**src/magic_sync_frame_receiver_defines.svh**
```systemverilog
// ----------------------------------------------------------------------------
// Assertion macros
// Shared concurrent assertion wrappers, clocked on clk and quiet in reset.
// ----------------------------------------------------------------------------
`ifndef MAGIC_SYNC_FRAME_RECEIVER_DEFINES_SVH
`define MAGIC_SYNC_FRAME_RECEIVER_DEFINES_SVH

// Condition that must hold at every clock edge out of reset.
`define MSFR_ASSERT_ALWAYS(label, cond, msg) \
  label: assert property (@(posedge clk) disable iff (!rst_n) (cond)) \
    else $error(msg);

// Antecedent in a cycle implies the consequent in the same cycle.
`define MSFR_ASSERT_IMPLIES(label, ante, cons, msg) \
  label: assert property (@(posedge clk) disable iff (!rst_n) (ante) |-> (cons)) \
    else $error(msg);

`endif

```
**src/msfr_pkg.sv**
```systemverilog
// ----------------------------------------------------------------------------
// msfr_pkg
// Widths, register indexes and frame layout of the sync frame receiver.
// ----------------------------------------------------------------------------
package msfr_pkg;

  localparam int BYTE_W  = 8;
  localparam int TIME_W  = 32;
  localparam int ID_W    = 32;
  localparam int MAGIC_W = 32;
  localparam int TYPE_W  = 8;
  localparam int LEN_W   = 16;

  localparam int CFG_IDX_W  = 4;
  localparam int CFG_DATA_W = 32;

  // Configuration register indexes
  localparam logic [CFG_IDX_W-1:0] REG_MAGIC_WORD        = CFG_IDX_W'(0);
  localparam logic [CFG_IDX_W-1:0] REG_SYNC_REQUEST_TYPE = CFG_IDX_W'(1);

  // Frame layout
  localparam int MAGIC_BYTES  = MAGIC_W / BYTE_W;
  localparam int HEADER_BYTES = 8;
  localparam int TYPE_POS     = 5;
  localparam int LEN_LO_POS   = 6;
  localparam int LEN_HI_POS   = 7;

  localparam int BUFFER_BYTES_DEF  = 128;
  localparam int REQUEST_BYTES_DEF = 4;

endpackage

```
**src/msfr_if.sv**
```systemverilog
// ----------------------------------------------------------------------------
// msfr interfaces
// Valid/ready channels for received bytes, sync results and register writes.
// ----------------------------------------------------------------------------
interface msfr_in_if;
  logic                        valid;
  logic                        ready;
  logic [msfr_pkg::BYTE_W-1:0] rx_byte;
  logic [msfr_pkg::TIME_W-1:0] time_us;

  modport source (output valid, output rx_byte, output time_us, input ready);
  modport sink   (input valid, input rx_byte, input time_us, output ready);
endinterface

interface msfr_out_if;
  logic                        valid;
  logic                        ready;
  logic [msfr_pkg::ID_W-1:0]   sync_id;
  logic [msfr_pkg::TIME_W-1:0] done_us;

  modport source (output valid, output sync_id, output done_us, input ready);
  modport sink   (input valid, input sync_id, input done_us, output ready);
endinterface

interface msfr_cfg_if;
  logic                            valid;
  logic                            ready;
  logic [msfr_pkg::CFG_IDX_W-1:0]  index;
  logic [msfr_pkg::CFG_DATA_W-1:0] data;

  modport source (output valid, output index, output data, input ready);
  modport sink   (input valid, input index, input data, output ready);
endinterface

```
**src/magic_sync_frame_receiver.sv**
```systemverilog
// ----------------------------------------------------------------------------
// magic_sync_frame_receiver
// Hunts for a magic word in a byte stream, parses an 8-byte header and
// reports sync requests with their completion time.
// ----------------------------------------------------------------------------
// One received byte is taken per clock. A byte lands in an input register,
// and once the output register is free the frame parser updates its state
// from it and writes any sync result to the output register, so a result is
// registered from the byte that completes the frame. The only thing that
// slows input down is a result left waiting in the output register while
// out_ch.ready is low. Frames that grow to BUFFER_BYTES bytes are dropped
// and hunting restarts with the next byte. Register writes are always
// accepted.
`include "magic_sync_frame_receiver_defines.svh"

module magic_sync_frame_receiver #(
  parameter int BUFFER_BYTES  = msfr_pkg::BUFFER_BYTES_DEF,
  parameter int REQUEST_BYTES = msfr_pkg::REQUEST_BYTES_DEF
) (
  input  logic      clk,
  input  logic      rst_n,
  msfr_in_if.sink   in_ch,
  msfr_out_if.source out_ch,
  msfr_cfg_if.sink  cfg_ch
);

  localparam int HELD_W = $clog2(BUFFER_BYTES + 1);
  localparam int CAP_W  = msfr_pkg::BYTE_W * REQUEST_BYTES;

  typedef enum logic [2:0] {
    PH_HUNT    = 3'b001,
    PH_HEADER  = 3'b010,
    PH_PAYLOAD = 3'b100
  } phase_t;

  // Configuration
  logic [msfr_pkg::MAGIC_W-1:0] magic_r;
  logic [msfr_pkg::TYPE_W-1:0]  sync_type_r;

  // Input stage
  logic                        s1_valid_r;
  logic [msfr_pkg::BYTE_W-1:0] s1_byte_r;
  logic [msfr_pkg::TIME_W-1:0] s1_time_r;

  // Parser state
  phase_t                       phase_r, phase_nxt;
  logic [HELD_W-1:0]            held_r, held_nxt;
  logic [msfr_pkg::MAGIC_W-1:0] recent_r, recent_nxt;
  logic [msfr_pkg::TYPE_W-1:0]  type_r, type_nxt;
  logic [msfr_pkg::LEN_W-1:0]   len_r, len_nxt;
  logic [CAP_W-1:0]             cap_r, cap_nxt;

  // Result register
  logic                        out_valid_r;
  logic [msfr_pkg::ID_W-1:0]   out_id_r;
  logic [msfr_pkg::TIME_W-1:0] out_time_r;

  logic                         out_free;
  logic                         s1_fire;
  logic                         ovf;
  logic                         emit;
  logic [HELD_W-1:0]            hunt_cnt;
  logic [msfr_pkg::MAGIC_W-1:0] hunt_recent;
  logic [HELD_W-1:0]            pay_idx;
  logic [HELD_W-1:0]            pay_cnt_nxt;
  logic                         is_request;

  assign out_free    = !out_valid_r || out_ch.ready;
  assign s1_fire     = s1_valid_r && out_free;
  assign in_ch.ready = !s1_valid_r || out_free;
  assign cfg_ch.ready = 1'b1;

  assign out_ch.valid   = out_valid_r;
  assign out_ch.sync_id = out_id_r;
  assign out_ch.done_us = out_time_r;

  // A full buffer throws away the frame; the byte then starts a fresh hunt.
  assign ovf         = (phase_r != PH_HUNT) && (held_r >= HELD_W'(BUFFER_BYTES));
  assign hunt_cnt    = ovf ? '0 : held_r;
  assign hunt_recent = ovf ? '0 : recent_r;
  assign pay_idx     = held_r - HELD_W'(msfr_pkg::HEADER_BYTES);
  assign pay_cnt_nxt = pay_idx + HELD_W'(1);
  assign is_request  = (type_r == sync_type_r);

  always_comb begin
    phase_nxt  = phase_r;
    held_nxt   = held_r;
    recent_nxt = recent_r;
    type_nxt   = type_r;
    len_nxt    = len_r;
    cap_nxt    = cap_r;
    emit       = 1'b0;
    if (ovf || phase_r == PH_HUNT) begin
      recent_nxt = {s1_byte_r, hunt_recent[msfr_pkg::MAGIC_W-1:msfr_pkg::BYTE_W]};
      held_nxt   = (hunt_cnt < HELD_W'(msfr_pkg::MAGIC_BYTES)) ?
                   HELD_W'(hunt_cnt + HELD_W'(1)) : hunt_cnt;
      phase_nxt  = PH_HUNT;
      if (held_nxt == HELD_W'(msfr_pkg::MAGIC_BYTES) && recent_nxt == magic_r) begin
        phase_nxt = PH_HEADER;
      end
    end else begin
      case (phase_r)
        PH_HEADER: begin
          held_nxt = HELD_W'(held_r + HELD_W'(1));
          if (held_r == HELD_W'(msfr_pkg::TYPE_POS)) begin
            type_nxt = s1_byte_r;
          end else if (held_r == HELD_W'(msfr_pkg::LEN_LO_POS)) begin
            len_nxt = msfr_pkg::LEN_W'(s1_byte_r);
          end else if (held_r == HELD_W'(msfr_pkg::LEN_HI_POS)) begin
            len_nxt = {s1_byte_r, len_r[msfr_pkg::BYTE_W-1:0]};
            cap_nxt = '0;
            if (len_nxt == '0) begin
              // empty payload: frame ends on the last header byte
              emit       = is_request && (len_nxt == msfr_pkg::LEN_W'(REQUEST_BYTES));
              phase_nxt  = PH_HUNT;
              held_nxt   = '0;
              recent_nxt = '0;
            end else begin
              phase_nxt = PH_PAYLOAD;
            end
          end
        end
        PH_PAYLOAD: begin
          for (int i = 0; i < REQUEST_BYTES; i++) begin
            if (pay_idx == HELD_W'(i)) begin
              cap_nxt[i*msfr_pkg::BYTE_W +: msfr_pkg::BYTE_W] = s1_byte_r;
            end
          end
          held_nxt = HELD_W'(held_r + HELD_W'(1));
          if (msfr_pkg::LEN_W'(pay_cnt_nxt) >= len_r) begin
            emit       = is_request && (len_r == msfr_pkg::LEN_W'(REQUEST_BYTES));
            phase_nxt  = PH_HUNT;
            held_nxt   = '0;
            recent_nxt = '0;
          end
        end
        default: begin
          phase_nxt  = PH_HUNT;
          held_nxt   = '0;
          recent_nxt = '0;
        end
      endcase
    end
  end

  always_ff @(posedge clk) begin
    if (!rst_n) begin
      magic_r     <= '0;
      sync_type_r <= '0;
    end else if (cfg_ch.valid) begin
      if (cfg_ch.index == msfr_pkg::REG_MAGIC_WORD) begin
        magic_r <= cfg_ch.data;
      end else if (cfg_ch.index == msfr_pkg::REG_SYNC_REQUEST_TYPE) begin
        sync_type_r <= cfg_ch.data[msfr_pkg::TYPE_W-1:0];
      end
    end
  end

  always_ff @(posedge clk) begin
    if (!rst_n) begin
      s1_valid_r <= 1'b0;
    end else if (in_ch.ready) begin
      s1_valid_r <= in_ch.valid;
    end
  end

  always_ff @(posedge clk) begin
    if (in_ch.valid && in_ch.ready) begin
      s1_byte_r <= in_ch.rx_byte;
      s1_time_r <= in_ch.time_us;
    end
  end

  always_ff @(posedge clk) begin
    if (!rst_n) begin
      phase_r  <= PH_HUNT;
      held_r   <= '0;
      recent_r <= '0;
      type_r   <= '0;
      len_r    <= '0;
      cap_r    <= '0;
    end else if (s1_fire) begin
      phase_r  <= phase_nxt;
      held_r   <= held_nxt;
      recent_r <= recent_nxt;
      type_r   <= type_nxt;
      len_r    <= len_nxt;
      cap_r    <= cap_nxt;
    end
  end

  always_ff @(posedge clk) begin
    if (!rst_n) begin
      out_valid_r <= 1'b0;
    end else if (out_free) begin
      out_valid_r <= s1_fire && emit;
    end
  end

  always_ff @(posedge clk) begin
    if (s1_fire && emit) begin
      out_id_r   <= msfr_pkg::ID_W'(cap_nxt);
      out_time_r <= s1_time_r;
    end
  end

  `MSFR_ASSERT_IMPLIES(a_hunt_count, phase_r == PH_HUNT,
      held_r <= HELD_W'(msfr_pkg::MAGIC_BYTES), "hunt byte count above magic size")
  `MSFR_ASSERT_ALWAYS(a_buffer_bound, held_r <= HELD_W'(BUFFER_BYTES),
      "held byte count beyond buffer size")
  `MSFR_ASSERT_IMPLIES(a_payload_past_header, phase_r == PH_PAYLOAD,
      held_r >= HELD_W'(msfr_pkg::HEADER_BYTES), "payload phase inside header")
  `MSFR_ASSERT_IMPLIES(a_stall_cause, !in_ch.ready,
      s1_valid_r && out_valid_r && !out_ch.ready, "input stalled without a held result")
  `MSFR_ASSERT_IMPLIES(a_result_source, out_valid_r && !$past(out_valid_r),
      $past(s1_fire), "result appeared without a parsed byte")

endmodule
```
**src/flat_wrapper.sv**
```systemverilog
// flat-port wrapper written by rule: the top's interface ports become plain ports
module magic_sync_frame_receiver_flat 
#(
  parameter int BUFFER_BYTES  = msfr_pkg::BUFFER_BYTES_DEF,
  parameter int REQUEST_BYTES = msfr_pkg::REQUEST_BYTES_DEF
)
  (clk, rst_n, in_ch_valid, in_ch_rx_byte, in_ch_time_us, in_ch_ready, out_ch_valid, out_ch_sync_id, out_ch_done_us, out_ch_ready, cfg_ch_valid, cfg_ch_index, cfg_ch_data, cfg_ch_ready);
  msfr_in_if in_ch_i ();
  msfr_out_if out_ch_i ();
  msfr_cfg_if cfg_ch_i ();
  input  logic clk;
  input  logic rst_n;
  input wire logic [$bits(in_ch_i.valid)-1:0] in_ch_valid;
  input wire logic [$bits(in_ch_i.rx_byte)-1:0] in_ch_rx_byte;
  input wire logic [$bits(in_ch_i.time_us)-1:0] in_ch_time_us;
  output wire logic [$bits(in_ch_i.ready)-1:0] in_ch_ready;
  output wire logic [$bits(out_ch_i.valid)-1:0] out_ch_valid;
  output wire logic [$bits(out_ch_i.sync_id)-1:0] out_ch_sync_id;
  output wire logic [$bits(out_ch_i.done_us)-1:0] out_ch_done_us;
  input wire logic [$bits(out_ch_i.ready)-1:0] out_ch_ready;
  input wire logic [$bits(cfg_ch_i.valid)-1:0] cfg_ch_valid;
  input wire logic [$bits(cfg_ch_i.index)-1:0] cfg_ch_index;
  input wire logic [$bits(cfg_ch_i.data)-1:0] cfg_ch_data;
  output wire logic [$bits(cfg_ch_i.ready)-1:0] cfg_ch_ready;
  assign in_ch_i.valid = in_ch_valid;
  assign in_ch_i.rx_byte = in_ch_rx_byte;
  assign in_ch_i.time_us = in_ch_time_us;
  assign in_ch_ready = in_ch_i.ready;
  assign out_ch_valid = out_ch_i.valid;
  assign out_ch_sync_id = out_ch_i.sync_id;
  assign out_ch_done_us = out_ch_i.done_us;
  assign out_ch_i.ready = out_ch_ready;
  assign cfg_ch_i.valid = cfg_ch_valid;
  assign cfg_ch_i.index = cfg_ch_index;
  assign cfg_ch_i.data = cfg_ch_data;
  assign cfg_ch_ready = cfg_ch_i.ready;
  magic_sync_frame_receiver #(.BUFFER_BYTES(BUFFER_BYTES), .REQUEST_BYTES(REQUEST_BYTES)) u_core (.clk(clk), .rst_n(rst_n), .in_ch(in_ch_i), .out_ch(out_ch_i), .cfg_ch(cfg_ch_i));
endmodule
```
**config.mk**
```make
export PLATFORM = sky130hd
export DESIGN_NAME = magic_sync_frame_receiver_flat
export DESIGN_NICKNAME = d
export VERILOG_FILES = /design/src/msfr_pkg.sv /design/src/msfr_if.sv /design/src/magic_sync_frame_receiver.sv /design/src/flat_wrapper.sv
export VERILOG_INCLUDE_DIRS = /design/src /design/src/src
export SDC_FILE = /design/constraint.sdc
export NUM_CORES = 1
export LEC_CHECK = 0
export ABC_AREA = 0
export BUFFER_PORTS_ARGS = -buffer_cell sky130_fd_sc_hd__buf_4
export CORE_MARGIN = 3
export CORE_UTILIZATION = 50
export DETAILED_ROUTE_END_ITERATION = 10
export PLACE_DENSITY = 0.82
export SLEW_MARGIN = 20
export SYNTH_ARGS = -nofsm -noshare
export SYNTH_HDL_FRONTEND = slang
export SYNTH_SLANG_ARGS = --single-unit
```
**constraint.sdc**
```tcl
create_clock -name clk -period 13.3 [get_ports clk]
set_clock_uncertainty 0.15 [all_clocks]
set_input_delay 0.665 -clock clk [delete_from_list [all_inputs] [get_ports clk]]
set_output_delay 0.665 -clock clk [all_outputs]
set_load 0.05 [all_outputs]
```
== After elaboration in Yosys (flattened, before gate mapping) ==
Index checks and enable logic that the tools add are counted.

* Add/subtract/negate cells: 4
* Order comparisons: 3
* Equality and inequality tests: 21
* Mux-type cells: 43
* Bitwise operators: 3
* Reductions and logical operators: 23

{| class="wikitable"
|+ Operators with widths
! kind !! count
|-
| 32-bit 2-to-1 mux || 11
|-
| 32-bit case mux with 2 select lines || 2
|-
| 8-bit 2-to-1 mux || 12
|-
| 16-bit by 3-bit equality test with 1-bit output, second input constant || 2
|-
| 32-bit equality test || 1
|-
| 8-bit by 3-bit equality test with 1-bit output, second input constant || 4
|-
| 16-bit 2-to-1 mux || 2
|-
| 8-bit by 1-bit adder with 8-bit output, second input constant || 3
|-
| 3-bit 2-to-1 mux || 6
|-
| 8-bit by 2-bit equality test with 1-bit output, second input constant || 2
|-
| 8-bit by 16-bit >= comparator with 1-bit output || 1
|-
| 16-bit zero test || 1
|-
| 8-bit case mux with 2 select lines || 1
|-
| 5-bit AND reduction || 3
|-
| 3-bit by 1-bit != test with 1-bit output, second input constant || 4
|-
| 8-bit by 1-bit equality test with 1-bit output, second input constant || 1
|-
| 8-bit equality test || 1
|-
| 8-bit >= comparator, second input constant || 1
|-
| 8-bit zero test || 1
|-
| 8-bit by 3-bit < comparator with 1-bit output, second input constant || 1
|-
| 8-bit by 4-bit subtractor with 8-bit output, second input constant || 1
|-
| 1-bit logical AND || 7
|-
| 1-bit 2-to-1 mux || 6
|-
| 3-bit by 2-bit != test with 1-bit output, second input constant || 2
|-
| 16 further kinds || 21
|}

* Register bits after elaboration: 245
* Output and inout port bits: 67

== Depth between registers and ports, before layout ==
Gate-level depths: netlist of the first run.

* Word-level depth: 9
* Depth in mapped cells: 16
* Mapped depth without buffers: 14

== Worst setup path before layout of the first run ==
OpenSTA, ideal clock, no wires.

* Path kind: reg-to-reg
* Start point: register u_core.held_r[2]
* End point: register u_core.out_time_r (netlist bit u_core.out_ch.done_us[0]) (enable)
* Setup time: 0.430 ns
* Arrival: 3.879 ns
* Required time: 12.720 ns
* Setup slack: 8.841 ns
* Cell stages (with the launch flop): 13
* Clock period less this slack: 4.459 ns
* Cells stage by stage: dfxtp_1 -> clkbuf_1 -> inv_1 -> nor3_1 -> nand3_1 -> mux2i_1 -> xnor2_1 -> ha_1 -> nand2_1 -> a21oi_1 -> nor2b_1 -> o31ai_1 -> and3_1

* Longest elaborated chain between the ends: 7
* Elaborated cells between the ends (all ways): 16

{| class="wikitable"
|+ RTL lines
! what !! line !! source
|-
| from (decl) || magic_sync_frame_receiver.sv:47 || <nowiki>logic [HELD_W-1:0] held_r, held_nxt;</nowiki>
|-
| from (signal assigned) || magic_sync_frame_receiver.sv:184 || <nowiki>held_r <= held_nxt;</nowiki>
|-
| 8-bit by 4-bit subtractor with 8-bit output or 8-bit by 3-bit equality test with 1-bit output (tied branches) || magic_sync_frame_receiver.sv:81, magic_sync_frame_receiver.sv:109 ||
|-
| 8-bit by 1-bit adder with 8-bit output or 1-bit 2-to-1 mux (tied branches) || magic_sync_frame_receiver.sv:82, magic_sync_frame_receiver.sv:109 ||
|-
| 8-bit by 16-bit >= comparator with 1-bit output or 1-bit 2-to-1 mux (tied branches) || magic_sync_frame_receiver.sv:130, magic_sync_frame_receiver.sv:107 ||
|-
| 1-bit 2-to-1 mux, on equally long branches || magic_sync_frame_receiver.sv:130, magic_sync_frame_receiver.sv:105 ||
|-
| 1-bit case mux with 2 select lines || magic_sync_frame_receiver.sv:102 || <nowiki>case (phase_r)</nowiki>
|-
| 1-bit 2-to-1 mux (*) || magic_sync_frame_receiver.sv:93 || <nowiki>if (ovf || phase_r == PH_HUNT) begin</nowiki>
|-
| 1-bit logical AND (*) || magic_sync_frame_receiver.sv:201 || <nowiki>if (s1_fire && emit) begin</nowiki>
|-
| to (signal assigned) || magic_sync_frame_receiver.sv:203 || <nowiki>out_time_r <= s1_time_r;</nowiki>
|-
| to (decl) || magic_sync_frame_receiver.sv:56 || <nowiki>logic [msfr_pkg::TIME_W-1:0] out_time_r;</nowiki>
|}

Every way passes the cells marked *; elsewhere a longest branch is shown, timed or not.
A chain may end at the register's enable or synchronous reset.

== Worst setup path in the final report of the first run ==
* Start point: register u_core.held_r[2]
* End point: register u_core.out_id_r (netlist bit u_core.out_ch.sync_id[29]) (enable)

* Longest elaborated chain between the ends: 7
* Elaborated cells between the ends (all ways): 16

{| class="wikitable"
|+ RTL lines
! what !! line !! source
|-
| 8-bit by 4-bit subtractor with 8-bit output or 8-bit by 3-bit equality test with 1-bit output (tied branches) || magic_sync_frame_receiver.sv:81, magic_sync_frame_receiver.sv:109 ||
|-
| 8-bit by 1-bit adder with 8-bit output or 1-bit 2-to-1 mux (tied branches) || magic_sync_frame_receiver.sv:82, magic_sync_frame_receiver.sv:109 ||
|-
| 8-bit by 16-bit >= comparator with 1-bit output or 1-bit 2-to-1 mux (tied branches) || magic_sync_frame_receiver.sv:130, magic_sync_frame_receiver.sv:107 ||
|-
| 1-bit 2-to-1 mux, on equally long branches || magic_sync_frame_receiver.sv:130, magic_sync_frame_receiver.sv:105 ||
|-
| 1-bit case mux with 2 select lines || magic_sync_frame_receiver.sv:102 ||
|-
| 1-bit 2-to-1 mux (*) || magic_sync_frame_receiver.sv:93 ||
|-
| 1-bit logical AND (*) || magic_sync_frame_receiver.sv:201 ||
|-
| to (signal assigned) || magic_sync_frame_receiver.sv:202 || <nowiki>out_id_r <= msfr_pkg::ID_W'(cap_nxt);</nowiki>
|-
| to (decl) || magic_sync_frame_receiver.sv:55 || <nowiki>logic [msfr_pkg::ID_W-1:0] out_id_r;</nowiki>
|}

Marked as above.

==> results.py, run 1 <==
metrics = {
    "run_status": {
        "status": "finished clean",
    },
    "floorplanning": {
        "die-area_sq_um": 21600,
        "rows": 50,
        "die_w_um": 147,
        "core_area_sq_um": 19100,
        "die_y_um": 147,
        "start_util": 0.520,
        "io_pins": 148,
    },
    "sta": {
        "max_freq_ghz": 0.257,
        "final.setup.tns_ps": 0,
        "timing.final.hold_violations": 0,
        "fin_crit_sh": 0.293,
        "rsz0062_at_grt": "no",
        "worstMarginPinSlew_ps": 952,
        "slew_headroom": 0.365,
        "setup_viol": 0,
        "post-route-min-period_ps": 3900,
        "whs_ps": 169,
        "drv_slew": 0,
    },
    "logic_synthesis": {
        "synth_edf_count": 104,
        "syn_area_sq_um": 9930,
        "async_flop_share": 0,
        "syn-num-nets": 1057,
        "yosysWarnings": 0,
        "ys_seq_area_frac": 0.583,
        "synth_ff_type": "dfxtp_1",
        "syn-instance-count": 960,
        "ys_ff_latch": 237,
        "synth.avg_cell_area_sq_um": 10.3,
        "ys_types": 59,
    },
    "power_and_ir_drop": {
        "p_per_area_nw_per_um2": 121,
        "p_leak_nw": 4.26,
        "peakVddDrop_uv": 86.8,
    },
    "route": {
        "drtIter0Drc": 672,
        "antenna_left": 0,
        "dr.pass1.iters": 5,
        "routed_wl_um": 23700,
        "wl_per_cell_um": 17.4,
        "post_drt_via_cell_ratio": 5.62,
        "route.detailed.drc": 0,
        "vias": 7642,
    },
    "clocking": {
        "cts_tree": "yes",
        "cts_setup_buffers": 0,
        "clk_latency_ps": 520,
        "numCtsBuffers": 23,
        "path_clk_slew_ps": 60,
        "cts.sinks": 237,
        "ctsResizeCount": 0,
        "clk_root_buffer_cell": "clkbuf_16",
        "cts.hold.buffers_added": 0,
        "h-tree-depth": 1,
        "clock_path_buffers": 3,
    },
    "final_layout": {
        "final_common_cell": "buf_4",
        "most-common-layout-cells": "buf_4, nand2_1, dfxtp_1",
        "synthToLayoutAreaGrowth_pct": 19.4,
        "antenna_cells": 0,
        "fin_nets": 1183,
        "drive_gt1_frac": 0.188,
        "fillers": 1533,
    },
    "grt": {
        "grt_start_max_net_pins": 77,
        "grt_pass1_wl_um": 36900,
        "gr-total-overflow": 0,
        "grtUsageMet2": 0.348,
        "top_usage_layer": "met2",
        "grt_pass1_vias": 7213,
        "track_usage": 0.207,
        "met1_usage": 0.270,
        "antenna_found_initial": 0,
        "grtUsageMet3": 0.0327,
    },
    "job": {
        "max_cap_viol_count": 0,
    },
    "worst_setup_path": {
        "worstSetupEndpointType": "flop",
        "crit_chain": "inv_1 > nor3_1 > nand3_1 > mux2i_1 > xnor2_1 > ha_1 > nand2_1 > a21oi_1 > nor2b_1 > o31ai_1 > and3_2 > buf_4",
        "path_buf_inv": 2,
        "cpLargestDelayFamily": "simple AND/OR/NAND/NOR gates",
        "crit_slowest_cell": "buf_4",
        "cp_max_fo": 65,
        "worstSetupPathType": "reg -> reg",
        "cp-start-kind": "flop",
        "max_stage_delay_ps": 610,
        "cp_data_arrival_time_ps": 3890,
        "required_ps": 13300,
    },
    "placed_design": {
        "portBuffers": 146,
        "hpwl_um": 15900,
        "gp_congestion": 0.896,
    },
    "worst_hold_path": {
        "min_path_type": "in -> reg",
    },
}
[worst paths after layout]
path | slack [ps] | startpoint | cells after the start | to
worst min register to register | 260 | u_core.s1_time_r[18]$_DFFE_PP_ | 0 | u_core.out_ch.done_us[18]$_DFFE_PP_
worst max register to register | 9400 | u_core.held_r[2]$_SDFFE_PN0P_ | 12 | u_core.out_ch.sync_id[29]$_DFFE_PP_
worst min-delay path | 170 | in_ch_time_us[28] | 1 | u_core.s1_time_r[28]$_DFFE_PP_
worst max-delay path | 9400 | u_core.held_r[2]$_SDFFE_PN0P_ | 12 | u_core.out_ch.sync_id[29]$_DFFE_PP_
[final cells by class]
class	instances	area, sq um	area share
clock buffer	30	602	0.0508
tap	260	325	0.0275
timing repair buffer	153	1150	0.0969
clock inverter	9	56.3	0.00475
sequential	237	5790	0.488
inverter	37	139	0.0117
multi-input combinational	634	3790	0.320
[routing by layer]
layer,part of all wire,routed length (um)
met4,0.038,897
met2,0.48,11400
met1,0.41,9840
met3,0.067,1590
met5,0,0
[report_power, final]
| group | internal [mW] | total [mW] | switching [mW] |
|---|---|---|---|
| Sequential | 0.774 | 0.787 | 0.0131 |
| Clock | 0.320 | 0.580 | 0.261 |
| Combinational | 0.0280 | 0.0641 | 0.0361 |
[kinds of logic after synthesis]
logic type	share of synthesized area
XOR/XNOR	0.0282
flip-flops	0.583
multiplexers	0.0263
AND/OR/NAND/NOR	0.169
buffers and inverters	0.0374
other	0.000378
adder cells (fa/ha/maj)	0.0202
AO/OA/AOI/OAI	0.136
[flip-flops by register name, summed over array words and instances (netlist names)]
signal	count
u_core.cap_r	32
u_core.magic_r	32
u_core.out_ch.done_us	32
u_core.out_ch.sync_id	32
u_core.s1_time_r	32
u_core.recent_r	24
u_core.len_r	16
u_core.held_r	8
u_core.s1_byte_r	8
u_core.sync_type_r	8
u_core.type_r	8
u_core.phase_r	3
u_core.out_ch.valid	1
u_core.s1_valid_r	1
[per-stage QoR]
stage / setup WS, ps / instance area (sq um) / power [mW] / util / instances
5_1_grt: 9000 / 11900 / 1.48 / 0.621 / 1360
4_1_cts: 9400 / 11800 / 1.44 / 0.621 / 1360
6_report: 9400 / 11900 / 1.43 / 0.621 / 1360
2_1_floorplan: 8840 / 9930 / 0.831 / - / 960
3_3_place_gp: 9530 / 11200 / 0.863 / 0.586 / 1321
3_5_place_dp: 9400 / 11200 / 0.865 / 0.586 / 1321
[cells in the mapped netlist, types with 3 or more instances]
master / n / area [sq um]
o21ai_0: 50 / 250
nor4_1: 6 / 37.5
o32ai_1: 7 / 61.3
o221a_2: 7 / 78.8
a31oi_1: 9 / 56.3
o21ai_1: 3 / 15.0
o22ai_1: 6 / 37.5
xnor2_1: 19 / 166
nor4_2: 3 / 37.5
nand4_1: 25 / 156
or4_1: 3 / 22.5
and3_1: 3 / 18.8
nor3_1: 14 / 70.1
xor2_1: 13 / 114
nor2_1: 73 / 274
a22oi_1: 6 / 45.0
buf_2: 12 / 60.1
nor2b_1: 3 / 18.8
a21o_1: 3 / 22.5
a21oi_1: 68 / 340
dfxtp_1: 133 / 2660
clkbuf_1: 35 / 131
a22o_1: 12 / 105
a211oi_1: 3 / 22.5
nand3_1: 29 / 145
o21a_1: 5 / 37.5
nand2_1: 140 / 526
mux2i_1: 25 / 250
nor3_2: 4 / 40.0
or3_1: 5 / 31.3
edfxtp_1: 104 / 3120
o31ai_1: 7 / 52.6
inv_1: 37 / 139
nand2b_1: 17 / 106
ha_1: 16 / 200
and2_1: 4 / 25.0
o2bb2ai_1: 18 / 158
nor4bb_1: 7 / 70.1
(Power assumes the default switching activity.)
==> run 2, diff against run 1 <==
ABC_AREA = 1   (was 0)
clock period = 3.8 ns   (was 13.3 ns; I/O delays follow)
==> results.py, run 2 <==
metrics = {
    "clocking": {
        "h-tree-depth": 1,
        "cts_tree": "yes",
        "numCtsBuffers": 25,
        "cts.sinks": 237,
        "clk_latency_ps": 540,
        "clock_path_buffers": 3,
        "path_clk_slew_ps": 70,
        "clk_root_buffer_cell": "clkbuf_16",
        "cts_setup_buffers": 0,
    },
    "logic_synthesis": {
        "ys_ff_latch": 237,
        "synth_xor_area_frac": 0.0151,
        "yosysMostFrequentCell": "nand2_1",
        "syn_area_sq_um": 10900,
        "yosysWarnings": 0,
        "yosys.area_share.adder": 0.0184,
        "synth_compound_area_frac": 0.121,
        "netlist.top_cell.by_area": "edfxtp_1",
        "muxShareOfSynthArea": 0,
        "synth.area.top_cells": "edfxtp_1, dfxtp_1, nand2_1",
        "synthSimpleGateAreaFrac": 0.208,
        "syn-instance-count": 1320,
        "ys_top_cells_by_count": "nand2_1, inv_1, dfxtp_1, a21oi_1, nand3_1",
        "ys_types": 40,
        "syn-num-nets": 1417,
        "async_flop_share": 0,
        "synth.avg_cell_area_sq_um": 8.23,
        "synth_edf_count": 104,
        "synth_top_cell_area_share": 0.287,
        "ys_seq_area_frac": 0.532,
        "synth_top_family_by_area": "simple AND/OR/NAND/NOR gates",
        "synth_ff_type": "dfxtp_1",
    },
    "route": {
        "antenna_left": 0,
        "route.detailed.drc": 0,
        "wl_per_cell_um": 15.4,
        "vias": 9584,
        "routed_wl_um": 28200,
        "post_drt_via_cell_ratio": 5.25,
        "dr.pass1.iters": 5,
        "drtIter0Drc": 723,
    },
    "final_layout": {
        "antenna_cells": 0,
        "most-common-layout-cells": "nand2_1, inv_1, buf_4",
        "fin_nets": 1631,
        "fin_area_sq_um": 13900,
        "drive_gt1_frac": 0.158,
        "utilization": 0.653,
        "synthToLayoutAreaGrowth_pct": 27.5,
        "final_common_cell": "nand2_1",
    },
    "worst_setup_path": {
        "required_ps": 3870,
        "worstSetupPathType": "reg -> reg",
        "cp_max_fo": 34,
        "cp_data_arrival_time_ps": 3490,
        "worstSetupEndpointType": "flop",
        "cp-start-kind": "flop",
    },
    "grt": {
        "grt_pass1_vias": 9060,
        "gr-total-overflow": 0,
        "track_usage": 0.234,
        "grt_pass1_wl_um": 45600,
        "grt_start_max_net_pins": 63,
        "antenna_found_initial": 0,
    },
    "power_and_ir_drop": {
        "p_leak_nw": 6.01,
        "p_per_area_nw_per_um2": 425,
        "peakVddDrop_uv": 400,
    },
    "floorplanning": {
        "io_pins": 148,
        "core_area_sq_um": 21200,
        "start_util": 0.512,
        "die_y_um": 153,
        "die-area_sq_um": 23500,
        "die_w_um": 153,
        "rows": 53,
    },
    "job": {
        "max_cap_viol_count": 0,
    },
    "placed_design": {
        "gp_congestion": 0.905,
        "place_ws_ps": 390,
        "hpwl_um": 18100,
        "portBuffers": 146,
        "postPlaceCellArea_sq_um": 12200,
    },
    "sta": {
        "setup_ws_ps": 381,
        "setup_viol": 0,
        "worstMarginPinSlew_ps": 915,
        "post-route-min-period_ps": 3420,
        "drv_slew": 0,
        "rsz0062_at_grt": "no",
        "timing.final.hold_violations": 0,
        "fin_crit_sh": 0.900,
        "max_freq_ghz": 0.292,
        "final.setup.tns_ps": 0,
        "slew_headroom": 0.389,
    },
    "worst_hold_path": {
        "min_path_type": "in -> reg",
    },
    "run_status": {
        "status": "finished clean",
    },
}
-- run 2: changes by cell type in the layout (fill, tap and decap cells not counted), moves of 14 or more --
cell | previous run | this run
dlygate4sd3_1 | 0 | 75
nand2b_1 | 16 | 0
inv_1 | 36 | 224
o21ai_0 | 50 | 67
o22ai_1 | 6 | 20
xnor2_1 | 19 | 3
a21oi_1 | 68 | 126
nand3_1 | 29 | 105
mux2i_1 | 25 | 0
o2bb2ai_1 | 18 | 0
nand2_1 | 140 | 282
-- run 2: worst paths after layout --
path | start | endpoint | slack [ps] | cells after the start
worst max-delay path | u_core.held_r[0]$_SDFFE_PN0P_ | u_core.out_ch.done_us[16]$_DFFE_PP_ | 380 | 16
worst min-delay path | rst_n | u_core.held_r[7]$_SDFFE_PN0P_ | 30 | 3
worst max register to register | u_core.held_r[0]$_SDFFE_PN0P_ | u_core.out_ch.done_us[16]$_DFFE_PP_ | 380 | 16
worst min register to register | u_core.s1_time_r[29]$_DFFE_PP_ | u_core.out_ch.done_us[29]$_DFFE_PP_ | 270 | 0
-- run 2: where the power goes --
group / internal, mW / switching (mW)
logic: 0.248 / 0.335
clock network: 1.46 / 1.04
registers: 2.74 / 0.0637
-- run 2: critical path: stages (launching register included) --
cell and delay, ps:
dfxtp_1 440, inv_1 160, nor3_2 260, nand2_1 120, nor3_1 220, xor2_1 200, inv_1 70, ha_1 290
nand2_1 70, nor2_1 100, o21ai_0 80, nand2_1 100, nand2_1 90, o21ai_0 140, nand3_1 170, clkinvlp_4 180
buf_12 210
-- run 2: cells by family after synthesis --
family	count (synthesis)
compound gates	238
flops	237
buf+inv	287
xor+xnor	17
other cells	1
fa+ha+maj	16
simple gates	524
-- run 2: repair_timing --
item,4_1_cts,5_1_grt
endpoints found under the hold margin,82,0
hold buffers,75,0
endpoints found under the setup margin,0,64
gates resized for setup,0,2
-- run 2: cell type report --
class                           instances  area, sq um
Clock buffer                           30          696
Clock inverter                         14          158
Fill cell                            1676         7370
Inverter                              233          878
Multi-Input combinational cell        796         3960
Sequential cell                       237         5790
Tap cell                              275          344
Timing Repair Buffer                  241         2030
-- run 2: routing by layer --
layer | global-route usage | routed length [um]
met2 | 0.405 | 13900
met1 | 0.301 | 11400
met3 | 0.0396 | 1970
met4 | 0.0740 | 910
met5 | 0 | 0
-- run 2: per-stage QoR --
step	hold WS (ps)	power (mW)	cells
floorplan	139	3.19	1320
global placement	218	3.34	1707
detailed placement	219	3.36	1707
CTS	11.3	5.90	1826
global route	55.7	6.10	1826
finish	33.3	5.89	1826
